### src/rtl/assert_macros.svh
// Assertion helpers shared by the RTL. Empty when synthesising.
`ifndef ASSERT_MACROS_SVH
`define ASSERT_MACROS_SVH

`ifndef SYNTHESIS

// prop must hold at every edge out of reset
`define ASSERT_ALWAYS(lbl, clk, rst_n, prop, msg) \
    lbl: assert property (@(posedge clk) disable iff (!rst_n) (prop)) else $error(msg);

// cons must hold in the same cycle as ante
`define ASSERT_IMPLIES(lbl, clk, rst_n, ante, cons, msg) \
    lbl: assert property (@(posedge clk) disable iff (!rst_n) (ante) |-> (cons)) \
        else $error(msg);

// cons must hold in the cycle after ante
`define ASSERT_NEXT(lbl, clk, rst_n, ante, cons, msg) \
    lbl: assert property (@(posedge clk) disable iff (!rst_n) (ante) |=> (cons)) \
        else $error(msg);

`else

`define ASSERT_ALWAYS(lbl, clk, rst_n, prop, msg)
`define ASSERT_IMPLIES(lbl, clk, rst_n, ante, cons, msg)
`define ASSERT_NEXT(lbl, clk, rst_n, ante, cons, msg)

`endif

`endif

### src/rtl/clst_pkg.sv
package clst_pkg;

    // instruction class
    typedef enum logic [3:0] {
        K_BAD,
        K_LDA,
        K_LDX,
        K_LDY,
        K_STA,
        K_STX,
        K_STY,
        K_TAX,
        K_TAY,
        K_TXA,
        K_TYA,
        K_TSX,
        K_TXS,
        K_NOP
    } t_kind;

    // addressing mode
    typedef enum logic [3:0] {
        M_IMP,
        M_IMD,
        M_ZP,
        M_ZPX,
        M_ZPY,
        M_ABS,
        M_ABSX,
        M_ABSY,
        M_INDX,
        M_INDY
    } t_mode;

    typedef struct packed {
        t_kind kind;
        t_mode mode;
    } t_dec;

    // configuration register indexes
    localparam logic CFG_START_PC  = 1'b0;
    localparam logic CFG_UNDEF_NOP = 1'b1;

    // N and Z live at bits 7 and 1; everything else is kept
    localparam logic [7:0] FLAGS_KEEP_MASK = 8'h7D;

    function automatic logic [7:0] f_set_nz(input logic [7:0] flags, input logic [7:0] v);
        return (flags & FLAGS_KEEP_MASK) | {v[7], 5'b00000, (v == 8'h00), 1'b0};
    endfunction

endpackage

### src/rtl/clst_decode.sv
module clst_decode
    import clst_pkg::*;
(
    input  logic [7:0] i_opcode,
    output t_dec       o_dec
);

    localparam logic [7:0] OP_STA_INDX = 8'h81;
    localparam logic [7:0] OP_STY_ZP   = 8'h84;
    localparam logic [7:0] OP_STA_ZP   = 8'h85;
    localparam logic [7:0] OP_STX_ZP   = 8'h86;
    localparam logic [7:0] OP_TXA      = 8'h8A;
    localparam logic [7:0] OP_STY_ABS  = 8'h8C;
    localparam logic [7:0] OP_STA_ABS  = 8'h8D;
    localparam logic [7:0] OP_STX_ABS  = 8'h8E;
    localparam logic [7:0] OP_STA_INDY = 8'h91;
    localparam logic [7:0] OP_STY_ZPX  = 8'h94;
    localparam logic [7:0] OP_STA_ZPX  = 8'h95;
    localparam logic [7:0] OP_STX_ZPY  = 8'h96;
    localparam logic [7:0] OP_TYA      = 8'h98;
    localparam logic [7:0] OP_STA_ABSY = 8'h99;
    localparam logic [7:0] OP_TXS      = 8'h9A;
    localparam logic [7:0] OP_STA_ABSX = 8'h9D;
    localparam logic [7:0] OP_LDY_IMD  = 8'hA0;
    localparam logic [7:0] OP_LDA_INDX = 8'hA1;
    localparam logic [7:0] OP_LDX_IMD  = 8'hA2;
    localparam logic [7:0] OP_LDY_ZP   = 8'hA4;
    localparam logic [7:0] OP_LDA_ZP   = 8'hA5;
    localparam logic [7:0] OP_LDX_ZP   = 8'hA6;
    localparam logic [7:0] OP_TAY      = 8'hA8;
    localparam logic [7:0] OP_LDA_IMD  = 8'hA9;
    localparam logic [7:0] OP_TAX      = 8'hAA;
    localparam logic [7:0] OP_LDY_ABS  = 8'hAC;
    localparam logic [7:0] OP_LDA_ABS  = 8'hAD;
    localparam logic [7:0] OP_LDX_ABS  = 8'hAE;
    localparam logic [7:0] OP_LDA_INDY = 8'hB1;
    localparam logic [7:0] OP_LDY_ZPX  = 8'hB4;
    localparam logic [7:0] OP_LDA_ZPX  = 8'hB5;
    localparam logic [7:0] OP_LDX_ZPY  = 8'hB6;
    localparam logic [7:0] OP_LDA_ABSY = 8'hB9;
    localparam logic [7:0] OP_TSX      = 8'hBA;
    localparam logic [7:0] OP_LDY_ABSX = 8'hBC;
    localparam logic [7:0] OP_LDA_ABSX = 8'hBD;
    localparam logic [7:0] OP_LDX_ABSY = 8'hBE;

    always_comb begin
        unique case (i_opcode)
            OP_STA_INDX: o_dec = '{K_STA, M_INDX};
            OP_STY_ZP:   o_dec = '{K_STY, M_ZP};
            OP_STA_ZP:   o_dec = '{K_STA, M_ZP};
            OP_STX_ZP:   o_dec = '{K_STX, M_ZP};
            OP_TXA:      o_dec = '{K_TXA, M_IMP};
            OP_STY_ABS:  o_dec = '{K_STY, M_ABS};
            OP_STA_ABS:  o_dec = '{K_STA, M_ABS};
            OP_STX_ABS:  o_dec = '{K_STX, M_ABS};
            OP_STA_INDY: o_dec = '{K_STA, M_INDY};
            OP_STY_ZPX:  o_dec = '{K_STY, M_ZPX};
            OP_STA_ZPX:  o_dec = '{K_STA, M_ZPX};
            OP_STX_ZPY:  o_dec = '{K_STX, M_ZPY};
            OP_TYA:      o_dec = '{K_TYA, M_IMP};
            OP_STA_ABSY: o_dec = '{K_STA, M_ABSY};
            OP_TXS:      o_dec = '{K_TXS, M_IMP};
            OP_STA_ABSX: o_dec = '{K_STA, M_ABSX};
            OP_LDY_IMD:  o_dec = '{K_LDY, M_IMD};
            OP_LDA_INDX: o_dec = '{K_LDA, M_INDX};
            OP_LDX_IMD:  o_dec = '{K_LDX, M_IMD};
            OP_LDY_ZP:   o_dec = '{K_LDY, M_ZP};
            OP_LDA_ZP:   o_dec = '{K_LDA, M_ZP};
            OP_LDX_ZP:   o_dec = '{K_LDX, M_ZP};
            OP_TAY:      o_dec = '{K_TAY, M_IMP};
            OP_LDA_IMD:  o_dec = '{K_LDA, M_IMD};
            OP_TAX:      o_dec = '{K_TAX, M_IMP};
            OP_LDY_ABS:  o_dec = '{K_LDY, M_ABS};
            OP_LDA_ABS:  o_dec = '{K_LDA, M_ABS};
            OP_LDX_ABS:  o_dec = '{K_LDX, M_ABS};
            OP_LDA_INDY: o_dec = '{K_LDA, M_INDY};
            OP_LDY_ZPX:  o_dec = '{K_LDY, M_ZPX};
            OP_LDA_ZPX:  o_dec = '{K_LDA, M_ZPX};
            OP_LDX_ZPY:  o_dec = '{K_LDX, M_ZPY};
            OP_LDA_ABSY: o_dec = '{K_LDA, M_ABSY};
            OP_TSX:      o_dec = '{K_TSX, M_IMP};
            OP_LDY_ABSX: o_dec = '{K_LDY, M_ABSX};
            OP_LDA_ABSX: o_dec = '{K_LDA, M_ABSX};
            OP_LDX_ABSY: o_dec = '{K_LDX, M_ABSY};
            default:     o_dec = '{K_BAD, M_IMP};
        endcase
    end

endmodule

### src/rtl/cpu_load_store_transfer_core.sv
// Channel  | Direction | Handshake                  | Payload
// ---------+-----------+----------------------------+--------------------------------------
// in       | to core   | i_in_valid / o_in_stall    | i_read_data
// out      | from core | o_out_valid / i_out_stall  | bus request + visible registers
// cfg      | to core   | i_cfg_valid / o_cfg_ready  | i_cfg_index, i_cfg_data
//
// One item (a completed bus cycle) in, one item (the next bus request) out.
// Decode, address add and register update sit between the architectural
// state and the output register, so an item may be accepted on every clock
// while the out side does not stall. o_out_valid rises in the cycle after accept.
// Reset (i_rst_n low, synchronous) clears all registers but the output payload;
// the first item after reset loads the PC from start_pc and fetches the first opcode.
// A stall on the out side holds the output register and back-pressures the in
// side in the same cycle; the cfg port never stalls.
`include "assert_macros.svh"

module cpu_load_store_transfer_core
    import clst_pkg::*;
(
    input  logic        i_clk,
    input  logic        i_rst_n,

    input  logic        i_cfg_valid,
    output logic        o_cfg_ready,
    input  logic        i_cfg_index,
    input  logic [15:0] i_cfg_data,

    input  logic        i_in_valid,
    output logic        o_in_stall,
    input  logic [7:0]  i_read_data,

    output logic        o_out_valid,
    input  logic        i_out_stall,
    output logic [15:0] o_bus_address,
    output logic        o_bus_write,
    output logic [7:0]  o_bus_write_data,
    output logic        o_instr_done,
    output logic        o_fault,
    output logic [7:0]  o_acc_out,
    output logic [7:0]  o_x_out,
    output logic [7:0]  o_y_out,
    output logic [7:0]  o_sp_out,
    output logic [7:0]  o_flags_out,
    output logic [15:0] o_pc_out
);

    // bus-cycle phase: what the incoming read data means
    localparam logic [2:0] PH_START   = 3'd0;  // nothing fetched yet
    localparam logic [2:0] PH_OPCODE  = 3'd1;  // opcode arriving
    localparam logic [2:0] PH_OPER1   = 3'd2;  // first operand byte arriving
    localparam logic [2:0] PH_OPER2   = 3'd3;  // second byte / pointer low arriving
    localparam logic [2:0] PH_PTRHI   = 3'd4;  // pointer high byte arriving
    localparam logic [2:0] PH_WRITTEN = 3'd5;  // store just done
    localparam logic [2:0] PH_LOAD    = 3'd6;  // load data arriving
    localparam logic [2:0] PH_HALT    = 3'd7;  // faulted, frozen until reset

    // configuration
    logic [15:0] r_start_pc;
    logic        r_undef_nop;

    // architectural and sequencing state
    logic [15:0] r_pc,    n_pc;
    logic [7:0]  r_acc,   n_acc;
    logic [7:0]  r_x,     n_x;
    logic [7:0]  r_y,     n_y;
    logic [7:0]  r_sp,    n_sp;
    logic [7:0]  r_flags, n_flags;
    logic [2:0]  r_phase, n_phase;
    t_kind       r_kind,  n_kind;
    t_mode       r_mode,  n_mode;
    logic [7:0]  r_ptr,   n_ptr;     // zp pointer / absolute low byte
    logic [7:0]  r_eff_lo, n_eff_lo; // indirect target low byte
    logic        r_fault, n_fault;

    // output register
    logic        r_out_valid;
    logic [15:0] r_out_addr,  n_out_addr;
    logic        r_out_wr,    n_out_wr;
    logic [7:0]  r_out_wd,    n_out_wd;
    logic        r_out_done,  n_out_done;

    logic        w_in_acc;
    t_dec        w_dec;
    t_kind       w_kind;
    logic        w_go;        // start the data access this cycle
    logic [15:0] w_go_addr;
    logic [7:0]  w_index;
    logic [15:0] w_sum;

    clst_decode u_decode (
        .i_opcode (i_read_data),
        .o_dec    (w_dec)
    );

    assign o_cfg_ready = 1'b1;
    assign o_in_stall  = r_out_valid && i_out_stall;
    assign w_in_acc    = i_in_valid && !o_in_stall;

    // undefined opcodes run as NOP when enabled
    assign w_kind = (w_dec.kind == K_BAD && r_undef_nop) ? K_NOP : w_dec.kind;

    // one shared 16-bit adder: absolute/indirect base plus index
    always_comb begin
        w_index = 8'h00;
        if (r_phase == PH_OPER2 && r_mode == M_ABSX) begin
            w_index = r_x;
        end else if ((r_phase == PH_OPER2 && r_mode == M_ABSY)
                     || (r_phase == PH_PTRHI && r_mode == M_INDY)) begin
            w_index = r_y;
        end
        w_sum = {i_read_data, (r_phase == PH_PTRHI) ? r_eff_lo : r_ptr} + {8'h00, w_index};
    end

    always_comb begin
        n_pc       = r_pc;
        n_acc      = r_acc;
        n_x        = r_x;
        n_y        = r_y;
        n_sp       = r_sp;
        n_flags    = r_flags;
        n_phase    = r_phase;
        n_kind     = r_kind;
        n_mode     = r_mode;
        n_ptr      = r_ptr;
        n_eff_lo   = r_eff_lo;
        n_fault    = r_fault;
        n_out_addr = r_pc;
        n_out_wr   = 1'b0;
        n_out_wd   = 8'h00;
        n_out_done = 1'b0;
        w_go       = 1'b0;
        w_go_addr  = 16'h0000;

        unique case (r_phase)
            PH_START: begin
                n_out_addr = r_start_pc;
                n_out_done = 1'b1;
                n_pc       = r_start_pc + 16'd1;
                n_phase    = PH_OPCODE;
            end
            PH_OPCODE: begin
                n_kind = w_kind;
                n_mode = w_dec.mode;
                if (w_kind == K_BAD) begin
                    n_fault = 1'b1;
                    n_phase = PH_HALT;
                end else if (w_dec.mode == M_IMP) begin
                    unique case (w_kind)
                        K_TAX: begin
                            n_x     = r_acc;
                            n_flags = f_set_nz(r_flags, r_acc);
                        end
                        K_TAY: begin
                            n_y     = r_acc;
                            n_flags = f_set_nz(r_flags, r_acc);
                        end
                        K_TXA: begin
                            n_acc   = r_x;
                            n_flags = f_set_nz(r_flags, r_x);
                        end
                        K_TYA: begin
                            n_acc   = r_y;
                            n_flags = f_set_nz(r_flags, r_y);
                        end
                        K_TSX: begin
                            n_x     = r_sp;
                            n_flags = f_set_nz(r_flags, r_sp);
                        end
                        K_TXS: n_sp = r_x;
                        default: ;
                    endcase
                    n_out_done = 1'b1;
                    n_pc       = r_pc + 16'd1;
                end else begin
                    // fetch the operand byte
                    n_pc    = r_pc + 16'd1;
                    n_phase = (w_dec.mode == M_IMD) ? PH_LOAD : PH_OPER1;
                end
            end
            PH_OPER1: begin
                unique case (r_mode)
                    M_ZP: begin
                        w_go      = 1'b1;
                        w_go_addr = {8'h00, i_read_data};
                    end
                    M_ZPX: begin
                        w_go      = 1'b1;
                        w_go_addr = {8'h00, i_read_data + r_x};
                    end
                    M_ZPY: begin
                        w_go      = 1'b1;
                        w_go_addr = {8'h00, i_read_data + r_y};
                    end
                    M_ABS, M_ABSX, M_ABSY: begin
                        n_ptr   = i_read_data;
                        n_pc    = r_pc + 16'd1;
                        n_phase = PH_OPER2;
                    end
                    M_INDX: begin
                        n_ptr      = i_read_data + r_x;
                        n_out_addr = {8'h00, i_read_data + r_x};
                        n_phase    = PH_OPER2;
                    end
                    M_INDY: begin
                        n_ptr      = i_read_data;
                        n_out_addr = {8'h00, i_read_data};
                        n_phase    = PH_OPER2;
                    end
                    default: begin
                        n_out_done = 1'b1;
                        n_pc       = r_pc + 16'd1;
                        n_phase    = PH_OPCODE;
                    end
                endcase
            end
            PH_OPER2: begin
                if (r_mode == M_INDX || r_mode == M_INDY) begin
                    // pointer high byte wraps within page zero
                    n_eff_lo   = i_read_data;
                    n_out_addr = {8'h00, r_ptr + 8'd1};
                    n_phase    = PH_PTRHI;
                end else begin
                    w_go      = 1'b1;
                    w_go_addr = w_sum;
                end
            end
            PH_PTRHI: begin
                w_go      = 1'b1;
                w_go_addr = w_sum;
            end
            PH_WRITTEN: begin
                n_out_done = 1'b1;
                n_pc       = r_pc + 16'd1;
                n_phase    = PH_OPCODE;
            end
            PH_LOAD: begin
                unique case (r_kind)
                    K_LDA: begin
                        n_acc   = i_read_data;
                        n_flags = f_set_nz(r_flags, i_read_data);
                    end
                    K_LDX: begin
                        n_x     = i_read_data;
                        n_flags = f_set_nz(r_flags, i_read_data);
                    end
                    K_LDY: begin
                        n_y     = i_read_data;
                        n_flags = f_set_nz(r_flags, i_read_data);
                    end
                    default: ;
                endcase
                n_out_done = 1'b1;
                n_pc       = r_pc + 16'd1;
                n_phase    = PH_OPCODE;
            end
            PH_HALT: ;
            default: ;
        endcase

        // data access: stores write straight away, loads wait for the byte
        if (w_go) begin
            n_out_addr = w_go_addr;
            if (r_kind == K_STA || r_kind == K_STX || r_kind == K_STY) begin
                n_out_wr = 1'b1;
                n_out_wd = (r_kind == K_STA) ? r_acc : (r_kind == K_STX) ? r_x : r_y;
                n_phase  = PH_WRITTEN;
            end else begin
                n_phase  = PH_LOAD;
            end
        end
    end

    always_ff @(posedge i_clk) begin
        if (!i_rst_n) begin
            r_start_pc  <= 16'h0000;
            r_undef_nop <= 1'b0;
        end else if (i_cfg_valid && o_cfg_ready) begin
            unique case (i_cfg_index)
                CFG_START_PC:  r_start_pc  <= i_cfg_data;
                CFG_UNDEF_NOP: r_undef_nop <= i_cfg_data[0];
                default: ;
            endcase
        end
    end

    always_ff @(posedge i_clk) begin
        if (!i_rst_n) begin
            r_pc        <= 16'h0000;
            r_acc       <= 8'h00;
            r_x         <= 8'h00;
            r_y         <= 8'h00;
            r_sp        <= 8'h00;
            r_flags     <= 8'h00;
            r_phase     <= PH_START;
            r_kind      <= K_BAD;
            r_mode      <= M_IMP;
            r_ptr       <= 8'h00;
            r_eff_lo    <= 8'h00;
            r_fault     <= 1'b0;
            r_out_valid <= 1'b0;
        end else begin
            if (w_in_acc) begin
                r_pc     <= n_pc;
                r_acc    <= n_acc;
                r_x      <= n_x;
                r_y      <= n_y;
                r_sp     <= n_sp;
                r_flags  <= n_flags;
                r_phase  <= n_phase;
                r_kind   <= n_kind;
                r_mode   <= n_mode;
                r_ptr    <= n_ptr;
                r_eff_lo <= n_eff_lo;
                r_fault  <= n_fault;
            end
            if (w_in_acc) begin
                r_out_valid <= 1'b1;
            end else if (!i_out_stall) begin
                r_out_valid <= 1'b0;
            end
        end
    end

    // result payload; registers copied alongside the bus request
    logic [7:0]  r_out_acc, r_out_x, r_out_y, r_out_sp, r_out_flags;
    logic [15:0] r_out_pc;
    logic        r_out_fault;

    always_ff @(posedge i_clk) begin
        if (w_in_acc) begin
            r_out_addr  <= n_out_addr;
            r_out_wr    <= n_out_wr;
            r_out_wd    <= n_out_wd;
            r_out_done  <= n_out_done;
            r_out_fault <= n_fault;
            r_out_acc   <= n_acc;
            r_out_x     <= n_x;
            r_out_y     <= n_y;
            r_out_sp    <= n_sp;
            r_out_flags <= n_flags;
            r_out_pc    <= n_pc;
        end
    end

    assign o_out_valid      = r_out_valid;
    assign o_bus_address    = r_out_addr;
    assign o_bus_write      = r_out_wr;
    assign o_bus_write_data = r_out_wd;
    assign o_instr_done     = r_out_done;
    assign o_fault          = r_out_fault;
    assign o_acc_out        = r_out_acc;
    assign o_x_out          = r_out_x;
    assign o_y_out          = r_out_y;
    assign o_sp_out         = r_out_sp;
    assign o_flags_out      = r_out_flags;
    assign o_pc_out         = r_out_pc;

    `ASSERT_IMPLIES(a_halt_has_fault, i_clk, i_rst_n, r_phase == PH_HALT, r_fault, "halted without fault")
    `ASSERT_NEXT(a_fault_sticky, i_clk, i_rst_n, r_fault, r_fault, "fault cleared without reset")
    `ASSERT_IMPLIES(a_write_not_fetch, i_clk, i_rst_n, r_out_valid && r_out_wr, !r_out_done, "store marked as opcode fetch")
    `ASSERT_NEXT(a_store_then_written, i_clk, i_rst_n, w_in_acc && n_out_wr, r_phase == PH_WRITTEN && o_bus_write, "store did not enter written phase")
    `ASSERT_NEXT(a_halt_quiet, i_clk, i_rst_n, w_in_acc && r_phase == PH_HALT, o_out_valid && o_fault && !o_bus_write && !o_instr_done, "halted core issued activity")

endmodule

### config.mk
export PLATFORM = sky130hd
export DESIGN_NAME = cpu_load_store_transfer_core
export DESIGN_NICKNAME = d
export VERILOG_FILES = /design/src/rtl/clst_pkg.sv /design/src/rtl/clst_decode.sv /design/src/rtl/cpu_load_store_transfer_core.sv
export VERILOG_INCLUDE_DIRS = /design/src /design/src/rtl
export SDC_FILE = /design/constraint.sdc
export NUM_CORES = 1
export LEC_CHECK = 0
export BUFFER_PORTS_ARGS = -buffer_cell sky130_fd_sc_hd__clkbuf_2
export CAP_MARGIN = 15
export CORE_MARGIN = 8
export CORE_UTILIZATION = 45
export CTS_BUF_LIST = sky130_fd_sc_hd__clkbuf_8
export CTS_CLUSTER_DIAMETER = 50
export DETAILED_ROUTE_END_ITERATION = 12
export GPL_ROUTABILITY_DRIVEN = 0
export PLACE_DENSITY = 0.66
export SLEW_MARGIN = 20
export SYNTH_ARGS = -nofsm -noshare
export SYNTH_HDL_FRONTEND = slang
export SYNTH_SLANG_ARGS = --single-unit
export TNS_END_PERCENT = 20
### constraint.sdc
create_clock -name i_clk -period 5.3 [get_ports i_clk]
set_input_delay 1.325 -clock i_clk [delete_from_list [all_inputs] [get_ports i_clk]]
set_output_delay 1.325 -clock i_clk [all_outputs]
set_load 0.02 [all_outputs]
# --- After elaboration in Yosys (flattened, before gate mapping) ---
# Index checks and enable logic that the tools add are counted.
word_totals:
  reg_bits: 185
  inputBits: 30
  elab_cells: 206
classes:
  addsub: 6
  eq_ne: 68
  n_mux: 62
  bitwise_logic: 6
  n_reduce_logical: 38
ops:
  columns: ["op", "count"]
  rows:
  - ["8-bit equality test (second input constant)", 37]
  - ["8-bit one-hot mux with 37 select lines", 1]
  - ["8-bit 2-to-1 mux", 22]
  - ["8-bit one-hot mux with 2 select lines", 7]
  - ["16-bit one-hot mux with 3 select lines", 2]
  - ["16-bit 2-to-1 mux", 5]
  - ["16-bit one-hot mux with 4 select lines", 1]
  - ["8-bit logical NOT", 5]
  - ["7-bit by 8-bit OR with 8-bit output", 5]
  - ["16-bit by 1-bit adder with 16-bit output (second input constant)", 2]
  - ["4-bit by 3-bit equality test with 1-bit output (second input constant)", 8]
  - ["16-bit one-hot mux with 2 select lines", 1]
  - ["8-bit one-hot mux with 4 select lines", 1]
  - ["4-bit equality test (second input constant)", 7]
  - ["8-bit one-hot mux with 3 select lines", 1]
  - ["16-bit by 8-bit adder with 16-bit output", 1]
  - ["8-bit adder", 2]
  - ["4-bit by 2-bit equality test with 1-bit output (second input constant)", 4]
  - ["3-bit 2-to-1 mux", 5]
  - ["4-bit logical NOT", 3]
  - ["3-bit one-hot mux with 4 select lines", 1]
  - ["1-bit 2-to-1 mux", 10]
  - ["5-bit OR reduction", 2]
  - ["3-bit equality test (second input constant)", 3]
  - ["26 further kinds", 44]

# --- Logic depth before layout (Yosys ltp) ---
# Gate-level depths: netlist (run 1).
depth:
  word_depth: 11
  depth_mapped: 18
  ltp_nobuf: 16

# --- Hierarchy ---
# From an unflattened synthesis (run 1), not the netlist that was laid out.
unflattened:
  hier_cells: 1297
  hier_area_um2: 11511.0
by_module_without_submodules:
  columns: ["module", "n_inst", "cells_each", "area_per_inst_um2", "seq_area_each_um2"]
  rows:
  - ["cpu_load_store_transfer_core", 1, 1218, 11038.1, 4534.3]
  - ["clst_decode", 1, 79, 473.0, 0.0]

# --- Worst setup path after synthesis (run 1) ---
# OpenSTA, ideal clock, no wires.
synth_timing:
  path_kind: "input port to flip-flop"
  startpoint: "in i_out_stall"
  endpoint: "reg r_pc[14]"
  setup_time_ps: 97
  arrival_ps: 4977
  required_time_ps: 5203
  path_slack_ps: 226
  path_stages: 7
  cell_sequence: "nand2_1 > nand2_1 > inv_1 > clkbuf_1 > clkbuf_1 > o21ai_0 > a21oi_2"
synth_via:
  elab_chain_cells: 3
synth_rtl:
  columns: ["item", "line_no", "rtl"]
  rows:
  - ["from (decl)", "cpu_load_store_transfer_core.sv:33", "input logic i_out_stall,"]
  - ["1-bit logical AND", "cpu_load_store_transfer_core.sv:96", "assign o_in_stall = r_out_valid && i_out_stall;"]
  - ["1-bit logical NOT", "cpu_load_store_transfer_core.sv:97", "assign w_in_acc = i_in_valid && !o_in_stall;"]
  - ["1-bit logical AND", "cpu_load_store_transfer_core.sv:97", null]
  - ["via w_in_acc", "cpu_load_store_transfer_core.sv:82", "logic w_in_acc;"]
  - ["to (signal assigned)", "cpu_load_store_transfer_core.sv:303", "r_pc <= n_pc;"]
  - ["to (decl)", "cpu_load_store_transfer_core.sv:62", "logic [15:0] r_pc, n_pc;"]
# The timed path passes the listed nets, and every way through them passes these cells.
# A chain may end at the register's enable or synchronous reset.

# --- Final worst setup path (run 1) ---
layout_timing:
  startpoint: "reg r_phase[0]"
  endpoint: "reg r_out_addr[13] (netlist: o_bus_address[13]) (data pin)"
layout_via:
  elab_chain_cells: 9
  word_cells_on_any_way: 17
  classes_between: "add/sub: 1; eq/ne: 3; mux: 8; reduce/logical: 5"
layout_rtl:
  columns: ["item", "line_no", "rtl"]
  rows:
  - ["from (decl)", "cpu_load_store_transfer_core.sv:68", "logic [2:0] r_phase, n_phase;"]
  - ["from (signal assigned)", "cpu_load_store_transfer_core.sv:309", "r_phase <= n_phase;"]
  - ["3-bit by 2-bit equality test with 1-bit output or 3-bit equality test (tied branches)", null, null]
  - ["1-bit logical AND (on tied branches)", "cpu_load_store_transfer_core.sv:107, cpu_load_store_transfer_core.sv:108", null]
  - ["1-bit logical OR", "cpu_load_store_transfer_core.sv:108", "|| (r_phase == PH_PTRHI && r_mode == M_INDY)) begin"]
  - ["8-bit 2-to-1 mux", "cpu_load_store_transfer_core.sv:107", "end else if ((r_phase == PH_OPER2 && r_mode == M_ABSY)"]
  - ["8-bit 2-to-1 mux", "cpu_load_store_transfer_core.sv:105", "if (r_phase == PH_OPER2 && r_mode == M_ABSX) begin"]
  - ["16-bit by 8-bit adder with 16-bit output", "cpu_load_store_transfer_core.sv:111", "w_sum = {i_read_data, (r_phase == PH_PTRHI) ? r_eff_lo : r_ptr} + {8'h00, w_index};"]
  - ["16-bit 2-to-1 mux", "cpu_load_store_transfer_core.sv:217", "if (r_mode == M_INDX || r_mode == M_INDY) begin"]
  - ["16-bit one-hot mux with 3 select lines", "cpu_load_store_transfer_core.sv:134", "unique case (r_phase)"]
  - ["16-bit 2-to-1 mux *", "cpu_load_store_transfer_core.sv:261", "if (w_go) begin"]
  - ["via n_out_addr[13]", "cpu_load_store_transfer_core.sv:77", "logic [15:0] r_out_addr, n_out_addr;"]
  - ["to (signal assigned)", "cpu_load_store_transfer_core.sv:331", "r_out_addr <= n_out_addr;"]
  - ["to (decl)", "cpu_load_store_transfer_core.sv:77", null]
# The timed path passes the listed nets; every way through them passes the cells marked *.

==> impl_metrics.json, run 1 <==
{
  "io_buffers": 114,
  "drt_pass1_iterations": 6,
  "yosys_register_bits": 185,
  "antenna_found_initial": 0,
  "grt_pass1_vias": 10060,
  "via_count": 10890,
  "start_util_pct": 45.39,
  "cp-start-kind": "flip-flop",
  "drv_slew": 0,
  "synth.distinct_cells": 92,
  "setup_viol": 0,
  "path_clk_slew_ps": 110,
  "cts_resized": 0,
  "tightest_slew_ps": 1039,
  "root_buffer": "clkbuf_8",
  "place_area_um2": 12390,
  "crit_type": "reg -> reg",
  "finalInstanceArea_um2": 12810,
  "worstPathMaxFanout": 16,
  "synth_ff_type": "dfxtp_1",
  "wl_um": 37040,
  "ioPinCount": 116,
  "hpwl_um": 26400,
  "cp_slowest_cell": "dfxtp_1",
  "final_cells": 1744,
  "yosysSeqAreaShare_pct": 38.77,
  "rsz0062_at_grt": "no",
  "hold_depth": 0,
  "cts_sinks": 185,
  "startpoint": "r_phase[0]",
  "htree_levels": 4,
  "synth_edf_count": 83,
  "die_w_um": 177.2,
  "path_cells": "nand2_1 > nor2_1 > buf_4 > nand3_1 > a21oi_1 > a22oi_1 > inv_1 > ha_1 > a21o_1 > a21oi_1 > o21ai_0 > a2111o_1 > a31oi_1 > nor3_1 > xnor2_1 > o22ai_1",
  "holdWs_ps": 426.4,
  "grt_max_degree": 56,
  "globalRouteTotalUtil_pct": 23.07,
  "synth_area_um2": 11690,
  "regToRegSetupSlack_ps": 650,
  "pwr_density_cell_nw_per_um2": 267.9,
  "synth_nets": 1404,
  "synth_cells": 1346,
  "drive_gt1_share_pct": 14.69,
  "crit_required_ps": 5520,
  "route.detailed.drc": 0,
  "fp.dieH_um": 177.2,
  "core_um2": 25760,
  "ctsHoldBuffers": 0,
  "hp-start": "r_flags[2]",
  "setup_tns_ps": 0,
  "synthToLayoutAreaGrowth_pct": 9.564,
  "postSynthAreaPerCell_um2": 8.689,
  "whs_endpoint": "o_flags_out[2]",
  "crit_family": "compound AO/OA/AOI/OAI gates",
  "critPathArrivalTime_ps": 4870,
  "p_leak_uw": 0.005102,
  "antenna_cells": 0,
  "num_rows": 59,
  "p_total_uw": 3433,
  "hold_viol": 0,
  "fin_crit_ps": 4650,
  "slew_headroom_pct": 30.71,
  "min_period_over_period_pct": 87.73,
  "r2r_cells": 16,
  "clk_latency_ps": 490,
  "cp_common_cell": "a21oi_1",
  "synthArstFlopShare_pct": 0,
  "drt_iter0_markers": 1337,
  "hp-class": "reg -> reg",
  "slowest_delay_ps": 650,
  "post-place-cells": 1712,
  "r2r-start": "r_phase[0]",
  "cts_buffer_depth": 2,
  "cts_buffers": 17,
  "cts_tree": "done",
  "final_nets": 1454,
  "cts_setup_buffers": 0,
  "fillers": 2423,
  "grt_pass1_wl_um": 56930,
  "wl_per_cell_um": 21.24,
  "avgViaCountPerCell": 6.245,
  "critPathBufInv": 2,
  "ir_drop_mv": 0.1256,
  "max_freq_mhz": 215.1,
  "fin_skew_ps": 19.31,
  "r2r-end": "o_bus_address[13]",
  "status": "finished, final reports clean",
  "gr-total-overflow": 0,
  "yosysWarnings": 0,
  "drtAntennaViolNets": 0,
  "cap_violations": 0,
  "dieArea_um2": 31400,
  "endpoint_kind": "flip-flop"
}
## kinds of logic after synthesis
group	synth area share, %
xor gates and xnor gates	3.819
adders and majority gates	3.188
buffers and inverters	4.707
AOI/OAI and AO/OA	23.28
muxes	4.108
and+or+nand+nor	22.09
DFF	38.77
other	0.03207
## where the power goes
part           switching, uW  total, uW  leakage [uW]  internal (uW)
clock                    596       1040      0.000212            441
combinational            486        724       0.00322            238
sequential              87.9       1670       0.00167           1580
total                   1170       3430       0.00510           2260
## per-layer routing
metal	vias up	global-route usage [%]	routed length, um
met3	106	4.395	3041
met2	572	36.24	16880
met1	5149	30.42	15680
li1	5065	-	-
met5	-	0	0
met4	0	10.19	1435
## cell usage after synthesis (all sizes together), types with 18 or more instances
master  instances  area share [%]
buf            40             1.9
o21ai          75             3.2
a221o          18             1.5
xnor2          36             2.7
mux2i          39             3.3
and2           24             1.3
clkbuf         65             2.1
nand3          46             2.0
a21oi          72             3.1
nand2         175             5.6
edfxtp         83              21
nor2b          23             1.3
nor2          114             3.8
nand4          18            0.96
inv            23            0.74
a22oi          22             1.4
ha             25             2.7
nor3           24             1.1
a21boi         24             1.5
and3           20             1.1
dfxtp         102              17
## registers in the layout (all words and copies together) (netlist names), 16 cells and up
signal	flops
r_pc	16
r_start_pc	16
o_pc_out	16
o_bus_address	16
## worst max path at each step
stage / cells past startpoint / end / slack (ps)
floorplan: 7 / r_pc[14] / 230
global placement: 16 / o_bus_address[13] / 840
detailed placement: 16 / o_bus_address[13] / 800
CTS: 16 / o_bus_address[13] / 760
global route: 16 / o_bus_address[13] / 320
finish: 16 / o_bus_address[13] / 650
## worst reg2reg max path, cell delays in order, from the launching register on
cell      delay (ps)
dfxtp_1          650
nand2_1          200
nor2_1           130
buf_4            200
nand3_1          110
a21oi_1          450
a22oi_1          270
inv_1            110
ha_1             220
a21o_1           170
a21oi_1          220
o21ai_0          150
a2111o_1         460
a31oi_1          460
nor3_1           120
xnor2_1          300
o22ai_1          140
## layout make-up
| class | instances | area (um^2) | share of cell area [%] |
|---|---|---|---|
| multi-input combinational | 1032 | 6610 | 51.59 |
| sequential | 185 | 4534 | 35.39 |
| timing repair buffer | 136 | 735.7 | 5.742 |
| tap | 335 | 419.2 | 3.271 |
| clock buffer | 17 | 234.0 | 1.826 |
| clock inverter | 15 | 187.7 | 1.465 |
| inverter | 24 | 92.59 | 0.7226 |
## cells in the final DEF (no fill, tap or decap), types with 14 or more instances in the layout
cell	instances
and2_1	23
nor2b_1	22
o21ai_0	73
a21oi_1	70
inv_1	23
nor3_1	23
clkbuf_2	113
nor2_1	110
nand2_1	175
dfxtp_1	102
clkbuf_8	17
o211a_1	14
xnor2_1	36
a21boi_0	22
a22oi_1	22
ha_1	25
o22ai_1	17
nand4_1	18
a31oi_1	16
nor3b_1	14
a221o_1	18
nand2b_1	17
nand3_1	46
xor2_1	15
buf_4	22
mux2i_1	39
and3_1	20
edfxtp_1	83
## metrics by stage
step	setup WS [ps]	util [%]
after floorplan	226.0	-
after global placement	838.1	48.10
after detailed placement	803.1	48.10
after CTS	758.5	49.74
after global routing	321.0	49.74
final	650.3	49.74
(Power assumes the default switching activity.)
==> run 2: changes to the inputs <==
CORE_UTILIZATION = 30   (was 45)
PLACE_DENSITY = 0.51   (was 0.66)
==> impl_metrics.json, run 2 (synthesis gave the netlist of run 1 again) <==
{
  "cp-start-kind": "flip-flop",
  "rsz0062_at_grt": "no",
  "dieArea_um2": 45560,
  "grt_pass1_wl_um": 62730,
  "cts_tree": "done",
  "p_leak_uw": 0.005083,
  "drt_pass1_iterations": 5,
  "fin_skew_ps": 20.77,
  "hpwl_um": 30130,
  "max_freq_mhz": 213.8,
  "fp.dieH_um": 213.4,
  "setup_viol": 0,
  "final_nets": 1454,
  "cts_buffer_depth": 2,
  "critPathArrivalTime_ps": 4940,
  "intPower_uw": 2203,
  "start_util_pct": 30.33,
  "crit_type": "reg -> reg",
  "critPathBufInv": 2,
  "worstPathMaxFanout": 18,
  "gr-total-overflow": 0,
  "cts_resized": 0,
  "swShare_pct": 35.07,
  "pwr-share-seq_pct": 49.4,
  "htree_levels": 4,
  "slew_headroom_pct": 37.97,
  "layout_commonest_cell": "nand2_1",
  "antenna_found_initial": 1,
  "crit_family": "compound AO/OA/AOI/OAI gates",
  "p_total_uw": 3393,
  "crit_required_ps": 5560,
  "drt_iter0_markers": 1079,
  "drive_gt1_share_pct": 14.76,
  "fin_crit_ps": 4678,
  "setup_tns_ps": 0,
  "antenna_cells": 0,
  "clk_latency_ps": 530,
  "cp_slowest_cell": "dfxtp_1",
  "io_buffers": 114,
  "switchingPower_uw": 1190,
  "cts_sinks": 185,
  "root_buffer": "clkbuf_8",
  "wl_per_cell_um": 21.52,
  "path_clk_slew_ps": 120,
  "multi_input_area_um2": 6618,
  "hp-class": "reg -> reg",
  "num_rows": 72,
  "tightest_slew_ps": 928.5,
  "cts_buffers": 17,
  "drv_slew": 0,
  "ir_drop_mv": 0.1464,
  "fillers": 4087,
  "regArea_um2": 4534,
  "endpoint_kind": "flip-flop",
  "synthToLayoutAreaGrowth_pct": 11.25,
  "pwr_density_cell_nw_per_um2": 260.7,
  "combPwrFrac_pct": 21.7,
  "min_period_over_period_pct": 88.27,
  "wl_um": 41470,
  "p_clk_share_pct": 28.9,
  "via_count": 10820,
  "status": "finished, final reports clean",
  "hold_viol": 0,
  "avgViaCountPerCell": 5.613,
  "globalRouteTotalUtil_pct": 17.95,
  "layout.cells.most_common_list": "175 x nand2_1, 113 x clkbuf_2, 110 x nor2_1, 102 x dfxtp_1, 83 x edfxtp_1",
  "route.detailed.drc": 0,
  "cap_violations": 0,
  "drtAntennaViolNets": 0,
  "grt_max_degree": 83,
  "cts_setup_buffers": 0,
  "regToRegSetupSlack_ps": 620,
  "slowest_delay_ps": 730,
  "path_cells": "nand2_1 > nor2_1 > buf_4 > nand3_1 > a21oi_1 > a22oi_1 > inv_1 > ha_1 > a21o_1 > a21oi_1 > o21ai_0 > a2111o_1 > a31oi_1 > nor2_1 > xnor2_1 > o22ai_1",
  "grt_pass1_vias": 10160,
  "ctsHoldBuffers": 0,
  "core_um2": 38560,
  "die_w_um": 213.4,
  "ioPinCount": 116
}
-- run 2: cell count changes in the layout (fill, tap and decap cells not counted), sizes merged --
cell | previous run | this run
clkinv | 4 | 8
bufinv | 2 | 1
inv | 31 | 28
-- run 2: final timing paths --
check | start | end | cells after the start
max | r_phase[1] | o_bus_address[9] | 16
min | r_flags[4] | o_flags_out[4] | 0
max reg2reg | r_phase[1] | o_bus_address[9] | 16
min reg2reg | r_flags[4] | o_flags_out[4] | 0
-- run 2: power groups by stage --
| stage | clock network [uW] | registers [uW] | logic (uW) |
|---|---|---|---|
| global route | 1060 | 1690 | 800 |
| detailed placement | 0 | 1710 | 732 |
| floorplan | 0 | 1730 | 457 |
| global placement | 0 | 1710 | 726 |
| CTS | 1010 | 1680 | 736 |
| finish | 979 | 1680 | 737 |
-- run 2: worst reg2reg max path: stages, from the launching register on --
cell      delay (ps)
dfxtp_1          730
nand2_1          220
nor2_1           130
buf_4            180
nand3_1          110
a21oi_1          470
a22oi_1          240
inv_1            110
ha_1             240
a21o_1           190
a21oi_1          220
o21ai_0          150
a2111o_1         450
a31oi_1          450
nor2_1           110
xnor2_1          280
o22ai_1          150
-- run 2: cell type report --
| class | count | share of cell area, % |
|---|---|---|
| flip-flops and latches | 185 | 34.85 |
| well taps | 518 | 4.981 |
| multi-input cells | 1032 | 50.86 |
| inverters | 24 | 0.7116 |
| clock inverters | 15 | 1.125 |
| clock buffers | 17 | 1.798 |
| repair buffers | 136 | 5.674 |
-- run 2: through the flow --
step | util [%] | hold slack (ps) | instance area [um^2] | std cells | worst slack [ps]
CTS | 33.73 | 435.1 | 13000 | 1927 | 744.2
detailed placement | 32.74 | 407.1 | 12620 | 1895 | 752.3
global placement | 32.74 | 408.7 | 12620 | 1895 | 782.5
global route | 33.75 | 445.0 | 13010 | 1927 | 332.3
floorplan | - | 427.8 | 11700 | 1346 | 226.0
finish | 33.75 | 433.1 | 13010 | 1927 | 621.8
-- run 2: metal layers --
layer / track usage [%] / part of all wire, % / wire length, um / vias up
li1: - / - / - / 5073
met1: 24.12 / 45 / 18630 / 5228
met2: 28.36 / 46 / 18880 / 441
met3: 3.552 / 6.5 / 2677 / 72
met4: 6.476 / 3.1 / 1267 / 2
met5: 0 / 0.031 / 13 / -
